## src/sv/cqp_pkg.sv

```systemverilog
// Package for the circular queue with peek: command codes, limits and controller states.
package cqp_pkg;

    // Command codes carried on the input channel
    localparam logic [1:0] CMD_ENQ = 2'd0;
    localparam logic [1:0] CMD_DEQ = 2'd1;
    localparam logic [1:0] CMD_NOP = 2'd2;

    // Capacity register
    localparam int          CAP_W     = 4;
    localparam logic [3:0]  CAP_RESET = 4'd15;

    // Data word and the empty marker
    localparam int           DATA_W      = 32;
    localparam logic [31:0]  EMPTY_VALUE = 32'hFFFF_FFFF;

    // Controller states
    typedef enum logic [1:0] {
        ST_IDLE,
        ST_READ,
        ST_DONE
    } state_t;

endpackage

```

## src/sv/circular_queue_with_peek_core.sv

```systemverilog
// Circular queue with peek: ring buffer FIFO with a status report on every transfer.
// Path from input transfer to m_valid: pointers and write at the transfer,
// then read, then load.
// The input takes a new item only while idle; the slot memory read sits in a
// state of its own after the pointer update, and the next item waits for the result register.
// Reset (synchronous, active low): head and tail cleared, capacity 15, no result pending;
// slot memory is not cleared and holds garbage until written.
module circular_queue_with_peek_core #(
    parameter int MAX_SLOTS = 16
) (
    input  logic                             aclk,
    input  logic                             aresetn,
    input  logic                             cfg_wr_en,
    input  logic [cqp_pkg::CAP_W-1:0]        cfg_wr_data,
    input  logic                             s_valid,
    output logic                             s_ready,
    input  logic [1:0]                       s_cmd,
    input  logic signed [cqp_pkg::DATA_W-1:0] s_push_value,
    output logic                             m_valid,
    input  logic                             m_ready,
    output logic                             m_accepted,
    output logic signed [cqp_pkg::DATA_W-1:0] m_front_value,
    output logic signed [cqp_pkg::DATA_W-1:0] m_rear_value,
    output logic                             m_is_empty,
    output logic                             m_is_full
);

    localparam int PW = (MAX_SLOTS > 2) ? $clog2(MAX_SLOTS) : 1;
    localparam int SW = (PW + 1 > cqp_pkg::CAP_W + 1) ? PW + 1 : cqp_pkg::CAP_W + 1;
    localparam logic [SW-1:0] MAX_SLOTS_W = SW'(MAX_SLOTS);

    cqp_pkg::state_t state_reg, state_next;

    logic [cqp_pkg::CAP_W-1:0] cap_reg;
    logic [PW-1:0]             head_reg, head_next;
    logic [PW-1:0]             tail_reg, tail_next;
    logic                      ok_reg, ok_next;

    logic signed [cqp_pkg::DATA_W-1:0] mem [MAX_SLOTS];
    logic signed [cqp_pkg::DATA_W-1:0] rd_front_reg;
    logic signed [cqp_pkg::DATA_W-1:0] rd_rear_reg;

    logic                              m_valid_reg;
    logic                              accepted_reg;
    logic signed [cqp_pkg::DATA_W-1:0] front_reg;
    logic signed [cqp_pkg::DATA_W-1:0] rear_reg;
    logic                              empty_reg;
    logic                              full_reg;

    logic [SW-1:0] cap_plus;
    logic [SW-1:0] slots;
    logic [SW-1:0] head_inc;
    logic [SW-1:0] tail_inc;
    logic [PW-1:0] head_adv;
    logic [PW-1:0] tail_adv;
    logic [PW-1:0] last_idx;
    logic          q_empty;
    logic          q_full;
    logic          in_xfer;
    logic          do_write;
    logic          rd_en;
    logic          load_out;

    // Active ring size: capacity plus the spare slot, limited by storage
    assign cap_plus = SW'(cap_reg) + SW'(1);
    assign slots    = (cap_plus > MAX_SLOTS_W) ? MAX_SLOTS_W : cap_plus;

    // Advance pointers with wrap at the ring size
    assign head_inc = SW'(head_reg) + SW'(1);
    assign tail_inc = SW'(tail_reg) + SW'(1);
    assign head_adv = (head_inc >= slots) ? '0 : head_inc[PW-1:0];
    assign tail_adv = (tail_inc >= slots) ? '0 : tail_inc[PW-1:0];

    // Newest entry sits one behind the tail
    always_comb begin
        last_idx = tail_reg - PW'(1);
        if (tail_reg == '0) begin
            last_idx = PW'(slots - SW'(1));
        end
    end

    assign q_empty = (head_reg == tail_reg);
    assign q_full  = (tail_adv == head_reg);
    assign in_xfer = s_valid && s_ready;

    // Decide the operation on the current pointers
    always_comb begin
        head_next = head_reg;
        tail_next = tail_reg;
        ok_next   = 1'b1;
        do_write  = 1'b0;
        unique case (s_cmd)
            cqp_pkg::CMD_ENQ: begin
                if (q_full) begin
                    ok_next = 1'b0;
                end else begin
                    do_write  = in_xfer;
                    tail_next = tail_adv;
                end
            end
            cqp_pkg::CMD_DEQ: begin
                if (q_empty) begin
                    ok_next = 1'b0;
                end else begin
                    head_next = head_adv;
                end
            end
            default: begin
                ok_next = 1'b1;
            end
        endcase
    end

    // Next state
    always_comb begin
        state_next = state_reg;
        unique case (state_reg)
            cqp_pkg::ST_IDLE: begin
                if (s_valid) begin
                    state_next = cqp_pkg::ST_READ;
                end
            end
            cqp_pkg::ST_READ: begin
                state_next = cqp_pkg::ST_DONE;
            end
            cqp_pkg::ST_DONE: begin
                if (!m_valid_reg || m_ready) begin
                    state_next = cqp_pkg::ST_IDLE;
                end
            end
            default: begin
                state_next = cqp_pkg::ST_IDLE;
            end
        endcase
    end

    // Controller outputs
    always_comb begin
        s_ready  = 1'b0;
        rd_en    = 1'b0;
        load_out = 1'b0;
        unique case (state_reg)
            cqp_pkg::ST_IDLE: s_ready  = 1'b1;
            cqp_pkg::ST_READ: rd_en    = 1'b1;
            cqp_pkg::ST_DONE: load_out = !m_valid_reg || m_ready;
            default: s_ready = 1'b0;
        endcase
    end

    // Control registers: state, capacity, pointers, status
    always_ff @(posedge aclk) begin
        if (!aresetn) begin
            state_reg   <= cqp_pkg::ST_IDLE;
            cap_reg     <= cqp_pkg::CAP_RESET;
            head_reg    <= '0;
            tail_reg    <= '0;
            ok_reg      <= 1'b0;
            m_valid_reg <= 1'b0;
        end else begin
            state_reg <= state_next;
            if (cfg_wr_en) begin
                // Capacity write empties the queue
                cap_reg  <= cfg_wr_data;
                head_reg <= '0;
                tail_reg <= '0;
            end else if (in_xfer) begin
                head_reg <= head_next;
                tail_reg <= tail_next;
                ok_reg   <= ok_next;
            end
            if (load_out) begin
                m_valid_reg <= 1'b1;
            end else if (m_ready) begin
                m_valid_reg <= 1'b0;
            end
        end
    end

    // Slot memory: one write port, two registered read ports
    always_ff @(posedge aclk) begin
        if (do_write) begin
            mem[tail_reg] <= s_push_value;
        end
        if (rd_en) begin
            rd_front_reg <= mem[head_reg];
            rd_rear_reg  <= mem[last_idx];
        end
    end

    // Result register: hold until the transfer completes
    always_ff @(posedge aclk) begin
        if (load_out) begin
            accepted_reg <= ok_reg;
            empty_reg    <= q_empty;
            full_reg     <= q_full;
            front_reg    <= q_empty ? cqp_pkg::EMPTY_VALUE : rd_front_reg;
            rear_reg     <= q_empty ? cqp_pkg::EMPTY_VALUE : rd_rear_reg;
        end
    end

    assign m_valid       = m_valid_reg;
    assign m_accepted    = accepted_reg;
    assign m_front_value = front_reg;
    assign m_rear_value  = rear_reg;
    assign m_is_empty    = empty_reg;
    assign m_is_full     = full_reg;

`ifndef NO_ASSERTIONS
    // Pointers stay inside the active ring
    a_ptr_range: assert property (@(posedge aclk) disable iff (!aresetn)
        (SW'(head_reg) < slots) && (SW'(tail_reg) < slots))
        else $error("queue pointer outside active ring");

    // An input transfer always moves on to the memory read
    a_xfer_read: assert property (@(posedge aclk) disable iff (!aresetn)
        in_xfer |=> (state_reg == cqp_pkg::ST_READ))
        else $error("input transfer not followed by read");

    // A dequeue never moves the tail
    a_deq_tail: assert property (@(posedge aclk) disable iff (!aresetn)
        (in_xfer && (s_cmd == cqp_pkg::CMD_DEQ) && !cfg_wr_en) |=> $stable(tail_reg))
        else $error("dequeue changed the tail");

    // An empty report carries the empty marker on both values
    a_empty_marker: assert property (@(posedge aclk) disable iff (!aresetn)
        (m_valid && m_is_empty) |->
            ((m_front_value == cqp_pkg::EMPTY_VALUE) && (m_rear_value == cqp_pkg::EMPTY_VALUE)))
        else $error("empty report without empty marker");
`endif

endmodule

```

## config.mk

```make
export PLATFORM = sky130hd
export DESIGN_NAME = circular_queue_with_peek_core
export DESIGN_NICKNAME = d
export VERILOG_FILES = /design/src/sv/cqp_pkg.sv /design/src/sv/circular_queue_with_peek_core.sv
export SDC_FILE = /design/constraint.sdc
export NUM_CORES = 1
export LEC_CHECK = 0
export BUFFER_PORTS_ARGS = -buffer_cell sky130_fd_sc_hd__buf_4
export CAP_MARGIN = 20
export CORE_UTILIZATION = 50
export CTS_CLUSTER_SIZE = 14
export DETAILED_ROUTE_END_ITERATION = 12
export GPL_TIMING_DRIVEN = 0
export PLACE_DENSITY = 0.65
export SLEW_MARGIN = 20
export SYNTH_ARGS = -nofsm -noshare
export SYNTH_HDL_FRONTEND = slang
export SYNTH_SLANG_ARGS = --single-unit
```

## constraint.sdc

```tcl
create_clock -name aclk -period 6.8 [get_ports aclk]
set_clock_uncertainty 0.05 [all_clocks]
set_input_delay 0 -clock aclk [delete_from_list [all_inputs] [get_ports aclk]]
set_output_delay 0 -clock aclk [all_outputs]
set_load 0.01 [all_outputs]
```

**After elaboration in Yosys (flattened, before gate mapping)**

Memories as Yosys holds them, arrays and structs flattened. A register that Yosys moved wholly into a read port is not among the register bits.
Index checks and enable logic that the tools add are counted.

- $lt $le $gt $ge: 3
- Multiplexer cells: 19
- Equality and inequality tests: 7
- Add/sub/neg operators: 5
- Reduce and logical (&&, ||, !) cells: 12
- Bitwise operators: 4

Operators with widths:

| kind | count |
|---|---|
| 4-bit by 1-bit adder with 5-bit output (second input constant) | 3 |
| 4-bit 2-to-1 mux | 3 |
| 1-bit 2-to-1 mux | 11 |
| 5-bit >= comparator | 2 |
| 4-bit equality test | 2 |
| 4-bit by 1-bit subtractor with 4-bit output (second input constant) | 2 |
| 2-bit case mux with 3 select lines | 1 |
| 3-bit AND reduction | 2 |
| 5-bit > comparator (second input constant) | 1 |
| 5-bit 2-to-1 mux | 1 |
| 2-bit by 1-bit equality test with 1-bit output (second input constant) | 2 |
| 2-bit zero test | 2 |
| 4-bit zero test | 1 |
| 2-bit 2-to-1 mux | 2 |
| 2-bit != test (second input constant) | 2 |
| 1-bit NOT | 4 |
| 2-bit AND reduction | 2 |
| 2-bit equality test (second input constant) | 1 |
| 1-bit case mux with 2 select lines | 1 |
| 2-bit nonzero test | 1 |
| 2-bit OR reduction | 1 |
| 1-bit logical AND | 1 |
| 1-bit zero test | 1 |
| 1-bit logical OR | 1 |

- Word-level logic and storage cells: 62
- Memories kept: 1
- Input port bits: 43
- Register bits: 83
- RAM bits: 512
- Output and inout bits: 69

Memories:

| name | words | width | read ports | clocked after Yosys merged registers in | write ports | line | source |
|---|---|---|---|---|---|---|---|
| mem | 16 | 32 | 2 | 2 | 1 | circular_queue_with_peek_core.sv:39 | `logic signed [cqp_pkg::DATA_W-1:0] mem [MAX_SLOTS];` |

**Longest topological paths before layout**

Gate-level depths: netlist (run 1).

- Depth in word-level cells: 10
- Depth in mapped cells: 16

**Worst setup path after synthesis (run 1)**

Ideal clock, no wire load.

- Path type: flip-flop to flip-flop
- Start point: reg cap_reg[0] (netlist bit)
- End point: mem mem[8][0] (netlist bit), enable pin
- Cell stages (with the launch flop): 13
- Data required time: 6289 ps
- Arrival: 4949 ps
- Clock period less this slack: 5460 ps
- Buffers on the path: 0
- Setup slack: 1340 ps
- Cells stage by stage: dfxtp_1 ha_1 and3_1 nor2_1 ha_1 or3b_1 a21oi_2 o21ai_2 a311oi_1 o2bb2ai_2 a41oi_4 nand2_1 nor3_1

- Word-level cells in the longest chain between the ends: 10

Ends and longest elaborated chain:

| element | line | source |
|---|---|---|
| start: declaration | circular_queue_with_peek_core.sv:34 | `logic [cqp_pkg::CAP_W-1:0] cap_reg;` |
| start signal: assignment | circular_queue_with_peek_core.sv:154 | `cap_reg <= cqp_pkg::CAP_RESET;` |
| start signal: assignment | circular_queue_with_peek_core.sv:163 | `cap_reg <= cfg_wr_data;` |
| 4-bit by 1-bit adder with 5-bit output * | circular_queue_with_peek_core.sv:65 | `assign cap_plus = SW'(cap_reg) + SW'(1);` |
| 5-bit > comparator | circular_queue_with_peek_core.sv:66 | `assign slots = (cap_plus > MAX_SLOTS_W) ? MAX_SLOTS_W : cap_plus;` |
| 5-bit 2-to-1 mux * | circular_queue_with_peek_core.sv:66 |  |
| 5-bit >= comparator * | circular_queue_with_peek_core.sv:72 | `assign tail_adv = (tail_inc >= slots) ? '0 : tail_inc[PW-1:0];` |
| 4-bit 2-to-1 mux * | circular_queue_with_peek_core.sv:72 |  |
| 4-bit equality test * | circular_queue_with_peek_core.sv:83 | `assign q_full = (tail_adv == head_reg);` |
| 1-bit 2-to-1 mux * | circular_queue_with_peek_core.sv:94 | `if (q_full) begin` |
| 1-bit 2-to-1 mux * | circular_queue_with_peek_core.sv:92 | `unique case (s_cmd)` |
| 1-bit 2-to-1 mux * | circular_queue_with_peek_core.sv:181 | `if (do_write) begin` |
| 1-bit 2-to-1 mux (not written as such) * | circular_queue_with_peek_core.sv:182 | `mem[tail_reg] <= s_push_value;` |
| end: declaration | circular_queue_with_peek_core.sv:39 |  |

Every way passes the cells marked *; elsewhere a longest branch is shown, timed or not.

**Final worst setup path (run 1)**

- Start point: reg tail_reg[0]
- End point: reg rd_rear_reg[20] (netlist bit) (read register of mem) (data pin)

- Word-level cells in the longest chain between the ends: 2
- Elaborated cells between the ends (all ways): 3
- Classes of those cells: add/sub: 1; mux: 1; reduce/logical: 1

Ends and longest elaborated chain:

| element | line | source |
|---|---|---|
| start: declaration | circular_queue_with_peek_core.sv:36 | `logic [PW-1:0] tail_reg, tail_next;` |
| start signal: assignment | circular_queue_with_peek_core.sv:168 | `tail_reg <= tail_next;` |
| 4-bit by 1-bit subtractor with 4-bit output or 4-bit zero test (tied branches) | circular_queue_with_peek_core.sv:76, circular_queue_with_peek_core.sv:77 |  |
| 4-bit 2-to-1 mux * | circular_queue_with_peek_core.sv:77 | `if (tail_reg == '0) begin` |
| end: declaration | circular_queue_with_peek_core.sv:41 | `logic signed [cqp_pkg::DATA_W-1:0] rd_rear_reg;` |

Marked as above.
A chain may end at the register's enable or synchronous reset.

==> results of run 1 <==
==> power groups by stage <==
stage,Sequential (W),Clock [W],Combinational [W]
finish,0.00455,0.00388,0.000939
CTS,0.00455,0.00393,0.000939
floorplan,0.00464,0,0.000537
global route,0.00455,0.00407,0.000992
global placement,0.00464,0,0.000883
detailed placement,0.00463,0,0.000911
==> cell families after synthesis <==
| group | after synthesis | synth area share |
|---|---|---|
| flip-flops | 659 | 0.676 |
| multiplexers | 327 | 0.237 |
| XOR/XNOR | 11 | 0.00357 |
| buffers and inverters | 106 | 0.0161 |
| adder cells (fa/ha/maj) | 14 | 0.00594 |
| AO/OA/AOI/OAI | 102 | 0.0260 |
| AND/OR/NAND/NOR | 179 | 0.0360 |
==> stage by stage <==
stage	util	hold slack, ns
floorplan	-	0.0489
global route	0.608	0.189
finish	0.608	0.161
CTS	0.607	0.124
global placement	0.541	0.166
detailed placement	0.558	0.172
==> path summary, 6_finish.rpt <==
kind                      to  slack (ns)  cells after the start
max          rd_rear_reg[20]        0.70                     16
min              tail_reg[3]        0.16                      4
max reg2reg  rd_rear_reg[20]        0.70                     16
min reg2reg       m_accepted        0.39                      0
==> layout by cell type (no fill, tap or decap), drive strengths merged, types with 13 or more instances in the layout <==
cell,netlist,routed
edfxtp,643,643
mux4,288,288
buf,38,216
clkbuf,58,149
nand2b,73,73
dlygate4sd3,0,53
mux2i,38,38
a211oi,36,36
nor2b,34,34
a21oi,34,34
clkinv,0,23
nor2,17,17
dfxtp,16,16
nand2,16,16
nor3,14,14
ha,13,13
inv,10,13
==> worst reg2reg max path, stage by stage (launching register included) <==
cell and delay [ns]:
dfxtp_1 0.39, buf_2 0.22, inv_1 0.11, ha_1 0.27, nand3_1 0.23, nor3_1 0.11
a21oi_2 0.46, buf_4 0.34, buf_6 0.24, buf_6 0.25, ha_1 0.18, clkbuf_1 0.57
clkbuf_1 0.75, clkbuf_1 0.89, mux4_2 0.43, mux2i_1 0.16, a21oi_1 0.14
==> what timing repair did <==
| action | CTS | global route |
|---|---|---|
| endpoints found under the hold margin | 529 | 0 |
| hold buffers | 53 | 0 |
| setup endpoints to repair | 0 | 0 |
==> layout make-up <==
cell class,count,area (um2),area share
Inverter,10,37.5,0.00109
Timing Repair Buffer,233,2150,0.0623
Buffer,96,440,0.0127
Clock buffer,89,1870,0.0539
Clock inverter,37,448,0.0130
Tap cell,756,946,0.0273
Sequential cell,659,19600,0.567
Multi-Input combinational cell,633,9070,0.262
==> layer usage <==
metal,up-vias,GRT usage
met3,138,0.0499
met1,8601,0.359
met4,0,0.0727
met2,868,0.431
met5,-,0
li1,6575,-
==> metrics, run 1 <==
Synth async-reset ratio 0; Bufs on Longest Clock Path 3; slowest stage cell, crit path clkbuf_1; syn_area_per_cell 20.8 um2; DRT met1 WL 30.6 mm; P_leak 11.0 nW; RSZ-0062 raised after global routing false; Final Critical Period around 6 ns; sw power approximately 0.0022 W; Final Wtd Congestion 0.809; DR WL/cell 30.2 um; design area around 35000 um2; DR DRC count 0; Synth top area share 0.665; Synth Warn # 0; first-pass GRT wire length 111 mm; DP HPWL ~52 mm; Setup Slack @ Placement just over 0.8 ns; area leader, netlist edfxtp_1; CP Class flip-flop to flip-flop; top sig layer met4; Final Max Slew Viols 0; max-cap violations 0; Critical Path End Type flip-flop; Area after DPL approximately 32000 um2; htree depth 3; layout net count 1759; startpoint class of the critical path flip-flop; Mapped Cells 1398; non-filler cells, final approximately 2500; routed wl met3 between 5 and 6 mm; CTS resizes 0; CP Data Arrival Time about 6.3 ns; Starting DRT DRC Count about 1900; Unique masters post-synth approximately 60; critical hold path startpoint cfg_wr_en; Largest Register mem; die height approximately 240 um; Crit path max-delay family buffers and inverters; vias 16200; Post-synth top cells edfxtp_1 (643), mux4_2 (288), nand2b_1 (72); antenna viol nets, final 0; setup ws final 0.704 ns; status completed; vias per cell approximately 6.4; Reg clk slew, reported paths roughly 0.060 ns; Post-synth EDFFs between 600 and 700; critical path's largest stage delay between 0.8 and 0.9 ns; Top FF cell, synth edfxtp_1; register area share after synthesis 0.676; max FFs per register slightly above 500; CTS Root Cell clkbuf_16; total track usage 0.262; total gr overflow 0; Yosys reg bits ~660; Setup-failing EPs final 0; DIE WIDTH around 240 um; Hold Path Class input port to flip-flop; die area between 50000 and 60000 um2; Synth area leaders edfxtp_1 (66%), mux4_2 (22%), nand2b_1 (1.6%), mux2i_1 (1.3%), dfxtp_1 (1.1%); ANT cells 0; Reg power frac 0.485; crit path max fanout 10; largest net degree at the start of global routing 26; power per cell area roughly 270 nW/um2; num rows between 80 and 90; WP data required roughly 7.0 ns; drt pass-1 iters 5; initial core utilization 0.510; Post-CTS Repair Setup Buffers 0; syn nets about 1500; Gate power share 0.100; Port-buffer cells 109; area delta synth->final 19.1%; vias in the first global route 16400; VDD IR max roughly 200 uV; Post-Place Cells 2334; WL met2 about 38 mm; FF-to-FF Start tail_reg[0]; most common cell in the netlist edfxtp_1; most frequent CP cell clkbuf_1; CTS tree done; Core Region about 57000 um2; Worst Max-Slew Pin Slew roughly 1.2 ns; Routed WL around 76 mm; Critical Path Source tail_reg[0]; crit share post-route 0.896; initial antenna violation count 0; Worst slew margin 0.211; fillers roughly 4000; fraction of layout cells with a size suffix above 1 0.365; Power Internal around 0.0072 W; Num CTS Buffers 70; power share of the clock group 0.414; clock latency on the worst-skew pair 0.61 ns; I/O Pins between 100 and 150; Max Clock Freq 164 MHz; switch share 0.230; Crit path buffers/inverters 8; final hold viol count 0; Mapped Area 29100 um2; CP Cell Sequence buf_2 > inv_1 > ha_1 > nand3_1 > nor3_1 > a21oi_2 > buf_4 > buf_6 > buf_6 > ha_1 > clkbuf_1 > clkbuf_1 > clkbuf_1 > mux4_2 > mux2i_1 > a21oi_1; Fin Setup TNS 0 ns; Design Power approximately 0.0094 W; Num Clock Sinks approximately 660
No activity file was read; power rests on OpenSTA's default activity.
==> run 2, diff against run 1 <==
CELL_PAD_IN_SITES_DETAIL_PLACEMENT = 0   (was not set)
CELL_PAD_IN_SITES_GLOBAL_PLACEMENT = 2   (was not set)
CORE_MARGIN = 5   (was not set)
CORE_UTILIZATION = 49   (was 50)
GPL_ROUTABILITY_DRIVEN = 0   (was not set)
PLACE_DENSITY = 0.78   (was 0.65)
==> run 2 against run 1 <==
Compared with the run above:
- via count shrank 1.0%
- core utilization shrank 2.2 points
- register-to-register slack improved by 0.31 ns
- first-iteration DRC count fell by 6.0%
- hold slack gained 0.015 ns
- critical path depth unchanged
- wire length grew 2.8%
- power decreased by 2.9%
- cell area decreased by 0.21%
- clock power down 7.0%
- critical path type unchanged
- critical endpoint is now rd_rear_reg[10]
- largest cell class unchanged
==> metrics, run 2 (synthesized netlist as in run 1, its figures left out) <==
Fin Setup TNS 0 ns; first-pass GRT wire length ~110 mm; CTS hold repair buffers 53; die area around 64000 um2; max-cap violations 0; clock latency on the worst-skew pair approximately 0.62 ns; Post-Place Cells between 2000 and 2500; crit path capture rd_rear_reg[10]; FF-to-FF path depth 16; DR WL/cell 30.8 um; Routed WL between 70 and 80 mm; CP Cell Sequence buf_2 > inv_1 > ha_1 > nand3_1 > nor3_1 > a21oi_2 > buf_4 > buf_6 > buf_6 > ha_1 > clkbuf_1 > clkbuf_1 > clkbuf_1 > mux4_2 > mux2i_1 > a21oi_1; FF-to-FF Start tail_reg[0]; status completed; most frequent CP cell clkbuf_1; largest net degree at the start of global routing 26; vias in the first global route 16300; vias per cell approximately 6.3; Final Critical Period approximately 5.8 ns; Post-CTS Repair Setup Buffers 0; total track usage 0.245; slowest stage cell, crit path clkbuf_1; critical path's largest stage delay 0.84 ns; layout net count ~1800; initial antenna violation count 1; Crit Reg-Reg Endpoint rd_rear_reg[10]; Critical Path End Type flip-flop; htree depth 3; CTS resizes 0; max FFs per register approximately 500; crit path max fanout 10; Critical Path Source tail_reg[0]; I/O Pins around 110; Max Clock Freq approximately 170 MHz; die height roughly 250 um; Num Clock Sinks 659; antenna viol nets, final 0; DP HPWL about 54 mm; DR DRC count 0; initial core utilization 0.493; area delta synth->final 18.8%; final hold viol count 0; startpoint class of the critical path flip-flop; commonest non-fill, non-tap cell in the layout edfxtp_1; Largest Register mem; storage element area a little under 20000 um2; fraction of layout cells with a size suffix above 1 0.368; crit share post-route 0.851; DIE WIDTH around 250 um; commonest cells after routing, fill and taps aside edfxtp_1 (643), mux4_2 (288), buf_4 (158); drt pass-1 iters 6; RSZ-0062 raised after global routing false; P_leak approximately 11 nW; num rows a little under 90; CTS tree done; vias 16000; area of the multi-input gates 9070 um2; Num CTS Buffers 69; CP Data Arrival Time between 6 and 7 ns; WP data required ~7 ns; reg2reg setup slack between 1 and 1.5 ns; Core Region 58900 um2; VDD IR max around 210 uV; critical hold path startpoint s_push_value[13]; power per cell area ~260 nW/um2; Hold Path Class input port to flip-flop; Worst Max-Slew Pin Slew around 1.2 ns; Setup-failing EPs final 0; Reg clk slew, reported paths about 0.060 ns; CP Class flip-flop to flip-flop; CTS Root Cell clkbuf_16; non-filler cells, final roughly 2500; Bufs on Longest Clock Path 3; total gr overflow 0; Starting DRT DRC Count about 1800; Final Max Slew Viols 0; Port-buffer cells 109; fillers 4283; Worst slew margin 0.217
run 2: changes by cell type in the layout (fill, tap and decap cells not counted), moves of 2 or more:
cell and change:
buf_4 -2, inv_6 +2, clkinv_2 +5, clkbuf_8 +2, clkbuf_2 -2, bufinv_16 -6
buf_6 +6, clkbuf_1 -3
run 2: stage by stage:
step	instance area (um2)	hold WS (ns)	total power, W	setup slack, ns	utilization
3_5_place_dp	31800	0.172	0.00555	0.989	0.540
2_1_floorplan	29100	0.0489	0.00517	1.34	-
6_report	34500	0.176	0.00910	1.01	0.586
5_1_grt	34500	0.171	0.00939	0.714	0.586
4_1_cts	34500	0.151	0.00916	0.987	0.586
3_3_place_gp	30800	0.162	0.00554	-2.41	0.524
run 2: final cells by class:
type	instances	share of cell area
antenna	1	0.0000725
buffer	96	0.0127
clock buffer	87	0.0538
clock inverter	37	0.00848
inverter	10	0.00109
multi-input combinational	633	0.263
sequential	659	0.569
tap	773	0.0280
timing repair buffer	238	0.0643
run 2: critical path: cells and delay by family, from the launching register on:
family | cells | cell delay [ns]
AND/OR/NAND/NOR | 2 | 0.30
multiplexers | 2 | 0.61
AO/OA/AOI/OAI | 2 | 0.43
buffers and inverters | 8 | 3.26
adder cells (fa/ha/maj) | 2 | 0.43
flip-flops | 1 | 0.39
run 2: layer usage:
layer	track usage	routed length (um)	up-vias
met5	0	0	-
met4	0.0643	1710	0
met3	0.0462	6110	95
met2	0.406	38800	796
met1	0.342	31500	8531
li1	-	-	6591
run 2: worst min path at each step:
| stage | end | slack (ns) | cells after the start |
|---|---|---|---|
| 2_1_floorplan | mem[0][0] | 0.05 | 0 |
| 3_3_place_gp | cap_reg[3] | 0.16 | 3 |
| 3_5_place_dp | cap_reg[2] | 0.17 | 3 |
| 4_1_cts | mem[8][7] | 0.15 | 2 |
| 5_1_grt | mem[3][13] | 0.17 | 2 |
| 6_report | mem[3][13] | 0.18 | 2 |
run 2: power breakdown:
part           switching [W]  leakage [nW]  internal [W]
sequential         0.0000147          5.88       0.00453
combinational       0.000581          3.99      0.000361
clock                0.00152          1.06       0.00209
total                0.00211          10.9       0.00698
